### src/design/dnle_pkg.sv
`timescale 1ns / 1ps
// Shared constants and types for the DNS name label encoder.
// No dependencies; used by every module of the block.
package dnle_pkg;

  localparam int LABEL_LIMIT = 64;
  localparam int NAME_LIMIT  = 255;

  localparam int BYTE_W = 8;
  localparam int CELLS  = LABEL_LIMIT - 1;
  localparam int LEN_W  = $clog2(LABEL_LIMIT);
  localparam int WIRE_W = $clog2(NAME_LIMIT + 1);
  localparam int SUM_W  = $clog2(NAME_LIMIT + LABEL_LIMIT + 2);

  localparam logic [BYTE_W-1:0] DOT_CHAR = BYTE_W'(46);

  typedef enum logic {
    OP_CHAR = 1'b0,
    OP_END  = 1'b1
  } opcode_t;

  typedef enum logic {
    ST_IDLE = 1'b0,
    ST_DATA = 1'b1
  } state_t;

  typedef struct packed {
    logic              wr_en;
    logic [LEN_W-1:0]  wr_idx;
    logic [BYTE_W-1:0] wr_char;
    logic              shift;
  } chain_ctl_t;

endpackage

### src/design/dnle_cell.sv
`timescale 1ns / 1ps
// One label cell: holds a single label character.
// Loads a new character at its own index or takes its neighbor's on shift. Uses dnle_pkg.
module dnle_cell (
  input  logic                             clk,
  input  dnle_pkg::chain_ctl_t             ctl,
  input  logic [dnle_pkg::LEN_W-1:0]       idx,
  input  logic [dnle_pkg::BYTE_W-1:0]      nbr_byte,
  output logic [dnle_pkg::BYTE_W-1:0]      cell_byte
);
  import dnle_pkg::*;

  logic [BYTE_W-1:0] data_r;

  always_ff @(posedge clk) begin
    if (ctl.wr_en && (ctl.wr_idx == idx)) begin
      data_r <= ctl.wr_char;
    end else if (ctl.shift) begin
      data_r <= nbr_byte;
    end
  end

  assign cell_byte = data_r;

endmodule

### src/design/dnle_ctrl.sv
`timescale 1ns / 1ps
// Controller: name parsing, limit checks, label flush sequencing and output word register.
// Drives the cell chain through chain_ctl_t. Uses dnle_pkg.
module dnle_ctrl (
  input  logic                             clk,
  input  logic                             rst_n,
  input  logic                             in_valid,
  output logic                             in_stall,
  input  logic                             in_opcode,
  input  logic [dnle_pkg::BYTE_W-1:0]      in_name_char,
  output logic                             out_valid,
  input  logic                             out_stall,
  output logic [dnle_pkg::BYTE_W-1:0]      out_wire_byte,
  output logic                             out_root_follows,
  output logic                             out_last,
  output logic                             out_status,
  input  logic [dnle_pkg::BYTE_W-1:0]      head_byte,
  output dnle_pkg::chain_ctl_t             ctl
);
  import dnle_pkg::*;

  localparam logic [LEN_W:0] LABEL_LIMIT_X = (LEN_W + 1)'(LABEL_LIMIT);
  localparam logic [SUM_W-1:0] NAME_LIMIT_X = SUM_W'(NAME_LIMIT);

  state_t state_r, state_nxt;

  logic [LEN_W-1:0]  len_r, len_nxt;
  logic [WIRE_W-1:0] wire_r, wire_nxt;
  logic              lone_r, lone_nxt;
  logic              seen_r, seen_nxt;
  logic              failed_r, failed_nxt;
  logic [LEN_W-1:0]  rem_r, rem_nxt;
  logic              closing_r, closing_nxt;

  logic              out_valid_r, out_valid_nxt;
  logic [BYTE_W-1:0] out_byte_r, out_byte_nxt;
  logic              out_rf_r, out_rf_nxt;
  logic              out_last_r, out_last_nxt;
  logic              out_status_r, out_status_nxt;

  logic load, acc, is_end, is_dot, len_zero, data_done;
  logic do_err, do_flush, do_root, do_write, do_lone;
  logic [SUM_W-1:0] sum_close, sum_dot, sum_root;
  logic [LEN_W:0]   len_inc;

  assign load      = !out_valid_r || !out_stall;
  assign in_stall  = (state_r != ST_IDLE) || !load;
  assign acc       = in_valid && !in_stall;
  assign is_end    = (opcode_t'(in_opcode) == OP_END);
  assign is_dot    = (in_name_char == DOT_CHAR);
  assign len_zero  = (len_r == '0);
  assign data_done = (rem_r == LEN_W'(1));
  assign sum_close = SUM_W'(wire_r) + SUM_W'(len_r) + SUM_W'(2);
  assign sum_dot   = SUM_W'(wire_r) + SUM_W'(len_r) + SUM_W'(1);
  assign sum_root  = SUM_W'(wire_r) + SUM_W'(1);
  assign len_inc   = {1'b0, len_r} + (LEN_W + 1)'(1);

  // item decode
  always_comb begin
    do_err   = 1'b0;
    do_flush = 1'b0;
    do_root  = 1'b0;
    do_write = 1'b0;
    do_lone  = 1'b0;
    if (!failed_r) begin
      if (is_end) begin
        if (!seen_r) begin
          do_err = 1'b1;
        end else if (!len_zero) begin
          if (sum_close > NAME_LIMIT_X) begin
            do_err = 1'b1;
          end else begin
            do_flush = 1'b1;
          end
        end else if (sum_root > NAME_LIMIT_X) begin
          do_err = 1'b1;
        end else begin
          do_root = 1'b1;
        end
      end else if (lone_r) begin
        do_err = 1'b1;
      end else if (is_dot) begin
        if (len_zero) begin
          do_lone = 1'b1;
        end else if (sum_dot > NAME_LIMIT_X) begin
          do_err = 1'b1;
        end else begin
          do_flush = 1'b1;
        end
      end else if (len_inc >= LABEL_LIMIT_X) begin
        do_err = 1'b1;
      end else begin
        do_write = 1'b1;
      end
    end
  end

  // next state
  always_comb begin
    state_nxt = state_r;
    case (state_r)
      ST_IDLE: begin
        if (acc && do_flush) begin
          state_nxt = ST_DATA;
        end
      end
      ST_DATA: begin
        if (load && data_done) begin
          state_nxt = ST_IDLE;
        end
      end
      default: state_nxt = ST_IDLE;
    endcase
  end

  // outputs and datapath
  always_comb begin
    len_nxt        = len_r;
    wire_nxt       = wire_r;
    lone_nxt       = lone_r;
    seen_nxt       = seen_r;
    failed_nxt     = failed_r;
    rem_nxt        = rem_r;
    closing_nxt    = closing_r;
    out_valid_nxt  = out_valid_r && out_stall;
    out_byte_nxt   = out_byte_r;
    out_rf_nxt     = out_rf_r;
    out_last_nxt   = out_last_r;
    out_status_nxt = out_status_r;
    ctl.wr_en      = 1'b0;
    ctl.wr_idx     = len_r;
    ctl.wr_char    = in_name_char;
    ctl.shift      = 1'b0;
    case (state_r)
      ST_IDLE: begin
        if (acc) begin
          if (do_err) begin
            out_valid_nxt  = 1'b1;
            out_byte_nxt   = '0;
            out_rf_nxt     = 1'b0;
            out_last_nxt   = 1'b1;
            out_status_nxt = 1'b1;
          end else if (do_root) begin
            out_valid_nxt  = 1'b1;
            out_byte_nxt   = '0;
            out_rf_nxt     = 1'b0;
            out_last_nxt   = 1'b1;
            out_status_nxt = 1'b0;
          end else if (do_flush) begin
            out_valid_nxt  = 1'b1;
            out_byte_nxt   = BYTE_W'(len_r);
            out_rf_nxt     = 1'b0;
            out_last_nxt   = 1'b0;
            out_status_nxt = 1'b0;
            rem_nxt        = len_r;
            closing_nxt    = is_end;
          end
          if (is_end) begin
            len_nxt    = '0;
            wire_nxt   = '0;
            lone_nxt   = 1'b0;
            seen_nxt   = 1'b0;
            failed_nxt = 1'b0;
          end else if (!failed_r) begin
            seen_nxt = 1'b1;
            if (do_err) begin
              failed_nxt = 1'b1;
            end else if (do_lone) begin
              lone_nxt = 1'b1;
            end else if (do_flush) begin
              len_nxt  = '0;
              wire_nxt = WIRE_W'(sum_dot);
            end else if (do_write) begin
              ctl.wr_en = 1'b1;
              len_nxt   = len_inc[LEN_W-1:0];
            end
          end
        end
      end
      ST_DATA: begin
        if (load) begin
          out_valid_nxt  = 1'b1;
          out_byte_nxt   = head_byte;
          out_rf_nxt     = closing_r && data_done;
          out_last_nxt   = closing_r && data_done;
          out_status_nxt = 1'b0;
          ctl.shift      = 1'b1;
          rem_nxt        = rem_r - LEN_W'(1);
        end
      end
      default: begin
        out_valid_nxt = 1'b0;
      end
    endcase
  end

  always_ff @(posedge clk) begin
    if (!rst_n) begin
      state_r     <= ST_IDLE;
      len_r       <= '0;
      wire_r      <= '0;
      lone_r      <= 1'b0;
      seen_r      <= 1'b0;
      failed_r    <= 1'b0;
      rem_r       <= '0;
      closing_r   <= 1'b0;
      out_valid_r <= 1'b0;
    end else begin
      state_r     <= state_nxt;
      len_r       <= len_nxt;
      wire_r      <= wire_nxt;
      lone_r      <= lone_nxt;
      seen_r      <= seen_nxt;
      failed_r    <= failed_nxt;
      rem_r       <= rem_nxt;
      closing_r   <= closing_nxt;
      out_valid_r <= out_valid_nxt;
    end
  end

  always_ff @(posedge clk) begin
    out_byte_r   <= out_byte_nxt;
    out_rf_r     <= out_rf_nxt;
    out_last_r   <= out_last_nxt;
    out_status_r <= out_status_nxt;
  end

  assign out_valid        = out_valid_r;
  assign out_wire_byte    = out_byte_r;
  assign out_root_follows = out_rf_r;
  assign out_last         = out_last_r;
  assign out_status       = out_status_r;

endmodule

### src/design/dns_name_label_encoder.sv
`timescale 1ns / 1ps
// DNS name label encoder top level: controller plus a chain of label cells.
// Each result word is registered and appears in the cycle after its causing word is accepted.
// Throughput while out_stall is low: one input word per cycle; a flush of an n-character label
// sends n+1 words, its length and then its characters from the head of the cell chain, one per
// cycle, and input stalls during that burst. Synchronous active-low reset clears all control
// state and the output valid; label cells are not cleared. Uses dnle_pkg, dnle_ctrl, dnle_cell.
module dns_name_label_encoder (
  input  logic                             clk,
  input  logic                             rst_n,
  input  logic                             in_valid,
  output logic                             in_stall,
  input  logic                             in_opcode,
  input  logic [dnle_pkg::BYTE_W-1:0]      in_name_char,
  output logic                             out_valid,
  input  logic                             out_stall,
  output logic [dnle_pkg::BYTE_W-1:0]      out_wire_byte,
  output logic                             out_root_follows,
  output logic                             out_last,
  output logic                             out_status
);
  import dnle_pkg::*;

  chain_ctl_t        ctl;
  logic [BYTE_W-1:0] cell_q [CELLS];
  logic [BYTE_W-1:0] nbr_q  [CELLS];

  dnle_ctrl u_ctrl (
    .clk              (clk),
    .rst_n            (rst_n),
    .in_valid         (in_valid),
    .in_stall         (in_stall),
    .in_opcode        (in_opcode),
    .in_name_char     (in_name_char),
    .out_valid        (out_valid),
    .out_stall        (out_stall),
    .out_wire_byte    (out_wire_byte),
    .out_root_follows (out_root_follows),
    .out_last         (out_last),
    .out_status       (out_status),
    .head_byte        (cell_q[0]),
    .ctl              (ctl)
  );

  for (genvar i = 0; i < CELLS; i++) begin : g_cell
    if (i == CELLS - 1) begin : g_tail
      assign nbr_q[i] = '0;
    end else begin : g_mid
      assign nbr_q[i] = cell_q[i+1];
    end
    dnle_cell u_cell (
      .clk       (clk),
      .ctl       (ctl),
      .idx       (LEN_W'(i)),
      .nbr_byte  (nbr_q[i]),
      .cell_byte (cell_q[i])
    );
  end

endmodule
### config.mk
export PLATFORM = sky130hd
export DESIGN_NAME = dns_name_label_encoder
export DESIGN_NICKNAME = d
export VERILOG_FILES = /design/src/design/dnle_pkg.sv /design/src/design/dnle_cell.sv /design/src/design/dnle_ctrl.sv /design/src/design/dns_name_label_encoder.sv
export SDC_FILE = /design/constraint.sdc
export NUM_CORES = 1
export LEC_CHECK = 0
export BUFFER_PORTS_ARGS = -buffer_cell sky130_fd_sc_hd__buf_2
export CAP_MARGIN = 5
export CORE_MARGIN = 3
export CORE_UTILIZATION = 50
export DETAILED_ROUTE_END_ITERATION = 8
export GPL_ROUTABILITY_DRIVEN = 0
export PLACE_DENSITY = 0.66
export SLEW_MARGIN = 20
export SYNTH_ARGS = -nofsm -noshare
export SYNTH_HDL_FRONTEND = slang
export SYNTH_SLANG_ARGS = --single-unit
### constraint.sdc
create_clock -name clk -period 6.1 [get_ports clk]
set_clock_uncertainty 0.05 [all_clocks]
set_input_delay 1.22 -clock clk [delete_from_list [all_inputs] [get_ports clk]]
set_output_delay 1.22 -clock clk [all_outputs]
set_load 0.005 [all_outputs]
==> impl_metrics.ini, run 1 <==
[routing]
drc_errors = 0
wl_per_cell_microns = 22.01
ant_nets = 0
vias_per_cell = 5.745
wirelength_microns = 49790
drt-initial-drc-count = 963
first_pass_iters = 5
vias = 13000

[die]
ioPinCount = 26
die_area_sq_um = 52380
coreArea_sq_um = 49050
dieHeight_microns = 228.9
die_w_microns = 228.9
rows = 81
start_util = 0.5063

[sta]
min_period_ps = 4553
maxSlewHeadroom = 0.2289
hold-worst-slack_ps = 419.5
setup_viol_count_final = 0
max_freq_ghz = 0.2196
finalSetupTns_ps = 0
tightest_slew_ps = 1153
hold_violations = 0
rsz0062_at_grt = no
fin_crit_sh = 0.7464
final_max_slew_viol_count = 0

[clocking]
cts.clk_slew.worst_paths_ps = 70
insertion_delay_ps = 600
cts.htree.levels = 2
cts.sinks = 541
cts_resized = 0
postCtsSetupRepairBufs = 0
cts_buffer_depth = 3
cts_buffers = 55
cts_hold_buf = 0
clk_root_buffer_cell = clkbuf_16
tritoncts = done

[logic_synthesis]
netlist.top_cell.by_area = edfxtp_1
avgSynthCellArea_sq_um = 16.00
ys_seq_area_frac = 0.6437
synthFlopType = edfxtp_1
synth_fp_nets = 1585
ys_ff_latch = 541
ys_warn_count = 0
synth-async-reset-ratio = 0
synth.distinct_cells = 76
synth_edf_count = 515
ys_top_cells_by_area = edfxtp_1 62%, mux2_2 20%, mux2_4 2.4%
synth_top_area_frac = 0.6227
synth_cells = 1552
syn_area_sq_um = 24830

[worst_setup_path]
slowest_stage = a21boi_1
crit_path_start_kind = flip-flop
crit_path_end_kind = flip-flop
critPathKind = flip-flop to flip-flop
cp_cell_sequence = ha_1 > fa_1 > ha_1 > nor3b_1 > maj3_1 > nand3_1 > nor4_1 > nor2_1 > a311o_1 > a21boi_1
arrival_ps = 4730
critPathMaxFanout = 11
crit_family = adder cells
cp_slowest_stage_delay_ps = 790
critPathBufInv = 0
cpMostUsedCell = ha_1
critPathRequiredTime_ps = 6270

[power]
p_int_mw = 6.191
combPwrFrac = 0.032
peakVddDrop_v = 0.0001899
seq_power_share = 0.527
p_per_area_nw_per_um2 = 284.8
p_sw_mw = 1.595
clockPowerShare = 0.441
leakagePower_nw = 9.114
netSwitchingFraction = 0.2048

[flow_run]
maxCapViolCount = 0

[global_route]
top_usage_layer = met2
grt_pass1_wl_microns = 79480
grtUsageTotal = 0.1934
met3_usage = 0.03539
grt_max_degree = 64
antenna_found_initial = 1
grt.met1_usage = 0.2655
grt_pass1_vias = 13580
grt_overflow = 0
grt_util_met2 = 0.3150

[layout]
fin_nets = 1589
stdcell_area_sq_um = 27340
fin_util = 0.5574
layout-drive-gt1-share = 0.4120
fillers = 3918
fin_cells = 2262
syn2layout_area_growth_pct = 10.11
layout_common_cells = 515 x edfxtp_1, 432 x mux2_2, 72 x nand2_1
layout_commonest_cell = edfxtp_1

[place]
dpl.cell_count = 2163
dp_hpwl_microns = 30230
place_area_sq_um = 25510
port_buffers = 25

[hold_path]
hold_class = flip-flop to flip-flop

[status]
status = finished clean
cells by family after synthesis:
group	Yosys count	share of synthesized area
flip-flops	541	0.6437
AND/OR/NAND/NOR	238	0.05623
XOR/XNOR	14	0.005240
adder cells (fa/ha/maj)	22	0.01119
AO/OA/AOI/OAI	131	0.03421
multiplexers	497	0.2314
buffers and inverters	109	0.01809
state kept, by name (all words and copies together), names as in the netlist:
register and cells:
u_ctrl.seen_r 1, u_ctrl.failed_r 1, u_ctrl.out_valid 1, u_ctrl.out_wire_byte 8, u_ctrl.out_last 1, u_ctrl.len_r 6
u_ctrl.closing_r 1, g_cell.u_cell.cell_byte 504, u_ctrl.state_r 1, u_ctrl.lone_r 1, u_ctrl.out_root_follows 1, u_ctrl.rem_r 6
u_ctrl.wire_r 8, u_ctrl.out_status 1
Yosys cell counts (19+ instances only):
cell / n
clkbuf_1: 76
nor2_2: 31
mux2_4: 40
o21ai_0: 52
nand2_1: 75
mux2_1: 24
mux2_2: 432
nor2_1: 29
dfxtp_1: 26
ha_1: 19
edfxtp_1: 515
a21oi_1: 22
per-layer routing:
metal  vias up  share of wire
li1       5976              -
met5         -              0
met3        83          0.046
met1      6700           0.45
met4         0          0.026
met2       237           0.47
path summary, 6_finish.rpt:
kind | startpoint | endpoint | slack, ps | depth (start not counted)
worst min-delay path | u_ctrl.closing_r | u_ctrl.closing_r | 420 | 2
worst max register to register | u_ctrl.len_r[0] | u_ctrl.out_wire_byte[7] | 1550 | 10
worst max-delay path | u_ctrl.len_r[0] | u_ctrl.out_wire_byte[7] | 1550 | 10
worst min register to register | u_ctrl.closing_r | u_ctrl.closing_r | 420 | 2
area by class of cell:
type	instances	area, sq um	share of cell area
Tap cell	664	830.8	0.03038
Clock inverter	28	344.1	0.01258
Antenna cell	1	2.502	0.00009152
Sequential cell	541	15990	0.5846
Clock buffer	70	1475	0.05395
Inverter	17	63.81	0.002334
Multi-Input combinational cell	902	8412	0.3076
Timing Repair Buffer	39	230.2	0.008420
power by group through the flow:
| stage | combinational, mW | clock [mW] | sequential [mW] |
|---|---|---|---|
| global route | 0.276 | 3.65 | 4.10 |
| finish | 0.252 | 3.43 | 4.10 |
| detailed placement | 0.250 | 0 | 4.18 |
| CTS | 0.252 | 3.50 | 4.10 |
| global placement | 0.245 | 0 | 4.18 |
| floorplan | 0.166 | 0 | 4.17 |
stage by stage:
stage	worst slack, ps	total power, mW
after floorplan	2273	4.335
after global placement	1394	4.424
after detailed placement	1213	4.429
after CTS	1514	7.855
after global routing	1277	8.027
final	1547	7.786
worst min-delay path: stages (launching register included):
cell and delay (ps):
dfxtp_1 300, o21ai_0 60, a21oi_1 60
Power figures use the tool's default switching activity.
==> inputs of run 2 (changes only) <==
Settings changed: ABC_AREA set to 1.
Clock period 6.1 ns to 4.4 ns, I/O delays scaled along.
==> run 2 against run 1 <==
  * Clock power rose by 38%
  * Worst setup slack got worse by 940 ps
  * Cell count is 26% higher
  * Combinational power grew to 2.6 times the previous value
  * Highest routed layer is now met5
  * Maximum frequency up 20%
  * Synthesized cell count is 42% higher
  * Largest cell class unchanged
==> impl_metrics.ini, run 2 <==
[clocking]
insertion_delay_ps = 610
cts.clk_slew.worst_paths_ps = 60
cts_buffer_depth = 3
clk_root_buffer_cell = clkbuf_16
cts.sinks = 541
cts_resized = 0
postCtsSetupRepairBufs = 0
cts.htree.levels = 2
tritoncts = done
cts_buffers = 57
cts_hold_buf = 0

[logic_synthesis]
synth_edf_count = 515
synthFlopType = edfxtp_1
netlist.top_cell.by_area = edfxtp_1
synth_common_cells = 710 x nand2_1, 515 x edfxtp_1, 452 x o21ai_0, 91 x clkbuf_1, 77 x nor2_1
synth-async-reset-ratio = 0
synth_top_area_frac = 0.6515
avgSynthCellArea_sq_um = 10.74
syn_area_sq_um = 23740
ys_seq_area_frac = 0.6734
synth_fp_nets = 2244
synth.distinct_cells = 40
synth_cells = 2211
ys_warn_count = 0
ys_top_cells_by_area = edfxtp_1 65%, nand2_1 11%, o21ai_0 9.5%
ys_ff_latch = 541
synth_most_common_cell = nand2_1

[layout]
fin_nets = 2224
layout-drive-gt1-share = 0.07634
multiInputGateArea_sq_um = 6764
layout_commonest_cell = nand2_1
fin_util = 0.5552
largest_register_ffs = 504
fillers = 3932
layout_common_cells = 710 x nand2_1, 515 x edfxtp_1, 452 x o21ai_0
ff_latch_area_sq_um = 15990
syn2layout_area_growth_pct = 9.339
n_antenna_cell = 0

[power]
peakVddDrop_v = 0.0002714
leakagePower_nw = 10.53
p_total_mw = 11.39
p_per_area_nw_per_um2 = 438.9

[die]
start_util = 0.5077
die_area_sq_um = 50130
rows = 79
dieHeight_microns = 223.9
die_w_microns = 223.9
coreArea_sq_um = 46750
ioPinCount = 26

[worst_setup_path]
r2r-start = u_ctrl.len_r[0]
critPathMaxFanout = 11
crit_path_start_kind = flip-flop
critPathKind = flip-flop to flip-flop
cp-endpoint = u_ctrl.out_wire_byte[5]
critPathRequiredTime_ps = 4600
arrival_ps = 3990
startpoint = u_ctrl.len_r[0]
r2r_cells = 20
crit_path_end_kind = flip-flop
regToRegEndpoint = u_ctrl.out_wire_byte[5]
slowest_stage = fa_1
r2r_setup_slack_ps = 610
cp_cell_sequence = ha_1 > fa_1 > xor2_2 > ha_1 > nand2_1 > inv_1 > nand3_1 > nor2_1 > nand3_1 > nand2_1 > nand3_1 > nand2_2 > nand2_1 > nand2_1 > nand2_1 > nand2_1 > nand2_2 > nand2_1 > o21bai_1 > inv_1
cp_slowest_stage_delay_ps = 490
cpMostUsedCell = nand2_1

[routing]
wirelength_microns = 51480
ant_nets = 0
first_pass_iters = 6
drt-initial-drc-count = 1475
vias_per_cell = 5.601
vias = 15950
drc_errors = 0
wl_per_cell_microns = 18.08

[global_route]
grt_overflow = 0
met3_usage = 0.04573
grt_max_degree = 64
grt.met1_usage = 0.2914
grt_util_met2 = 0.3199
grt_pass1_wl_microns = 81970
antenna_found_initial = 2
top_usage_layer = met2
grtUsageTotal = 0.2059
grt_pass1_vias = 15290

[place]
dp_hpwl_microns = 32390
pre_cts_ws_ps = 690.2
port_buffers = 25

[sta]
maxSlewHeadroom = 0.2427
timing.final.ws_setup_ps = 611.3
finalSetupTns_ps = 0
rsz0062_at_grt = no
max_freq_ghz = 0.2639
final_max_slew_viol_count = 0
hold_violations = 0
min_period_ps = 3789
setup_viol_count_final = 0
tightest_slew_ps = 1136
fin_crit_sh = 0.8611

[flow_run]
maxCapViolCount = 0

[status]
status = finished clean

[hold_path]
hold_class = flip-flop to flip-flop
==> run 2: cell count changes after synthesis, moves of 23 or more <==
| cell | before | now |
|---|---|---|
| o21ai_1 | 2 | 61 |
| mux2_2 | 432 | 0 |
| mux2_1 | 24 | 0 |
| nor2_2 | 31 | 1 |
| nand2_1 | 75 | 710 |
| mux2_4 | 40 | 0 |
| o21ai_0 | 52 | 452 |
| nor2_1 | 29 | 77 |
| inv_1 | 17 | 71 |
| nand3_1 | 18 | 41 |
==> run 2: how the worst min path moves through the flow <==
stage,from,to,slack (ps),cells past startpoint
after floorplan,u_ctrl.closing_r,u_ctrl.closing_r,380,2
after global placement,u_ctrl.closing_r,u_ctrl.closing_r,400,2
after detailed placement,u_ctrl.closing_r,u_ctrl.closing_r,410,2
after CTS,u_ctrl.closing_r,u_ctrl.closing_r,420,2
after global routing,u_ctrl.wire_r[5],u_ctrl.wire_r[5],440,2
final,u_ctrl.wire_r[5],u_ctrl.wire_r[5],420,2
==> run 2: cell families after synthesis <==
family	synth area share
XOR/XNOR	0.002161
buffers and inverters	0.04169
AO/OA/AOI/OAI	0.1166
AND/OR/NAND/NOR	0.1553
flip-flops	0.6734
adder cells (fa/ha/maj)	0.01086
==> run 2: final cells by class <==
type | instances | share of cell area
well taps | 607 | 0.02926
repair buffers | 50 | 0.01205
clock inverters | 28 | 0.01075
inverters | 80 | 0.01157
flip-flops and latches | 541 | 0.6159
multi-input cells | 1461 | 0.2606
clock buffers | 80 | 0.05992
==> run 2: per-stage QoR <==
stage / hold slack, ps / instances / cell area, sq um
after floorplan: 381.0 / 2211 / 23740
after CTS: 418.3 / 2847 / 25960
after global placement: 395.5 / 2739 / 24120
final: 422.3 / 2847 / 25960
after detailed placement: 407.8 / 2739 / 24120
after global routing: 435.1 / 2847 / 25960
==> run 2: where the power goes <==
part           switching [mW]  internal (mW)
logic                   0.493          0.171
clock network            1.94           2.80
registers              0.0791           5.91
==> run 2: critical path: cells and delay by family, from the launching register on <==
family	cells	cell delay (ps)
DFF	1	370
AOI/OAI and AO/OA	1	80
and+or+nand+nor	13	1230
buffers and inverters	2	420
adders and majority gates	3	980
xor gates and xnor gates	1	270
==> run 2: routing by layer <==
layer / share of wire / routed length [microns] / vias to the layer above
met5: 0.00025 / 13 / -
met3: 0.078 / 4023 / 109
met2: 0.45 / 23140 / 524
met1: 0.44 / 22700 / 7659
li1: - / - / 7653
met4: 0.031 / 1601 / 2
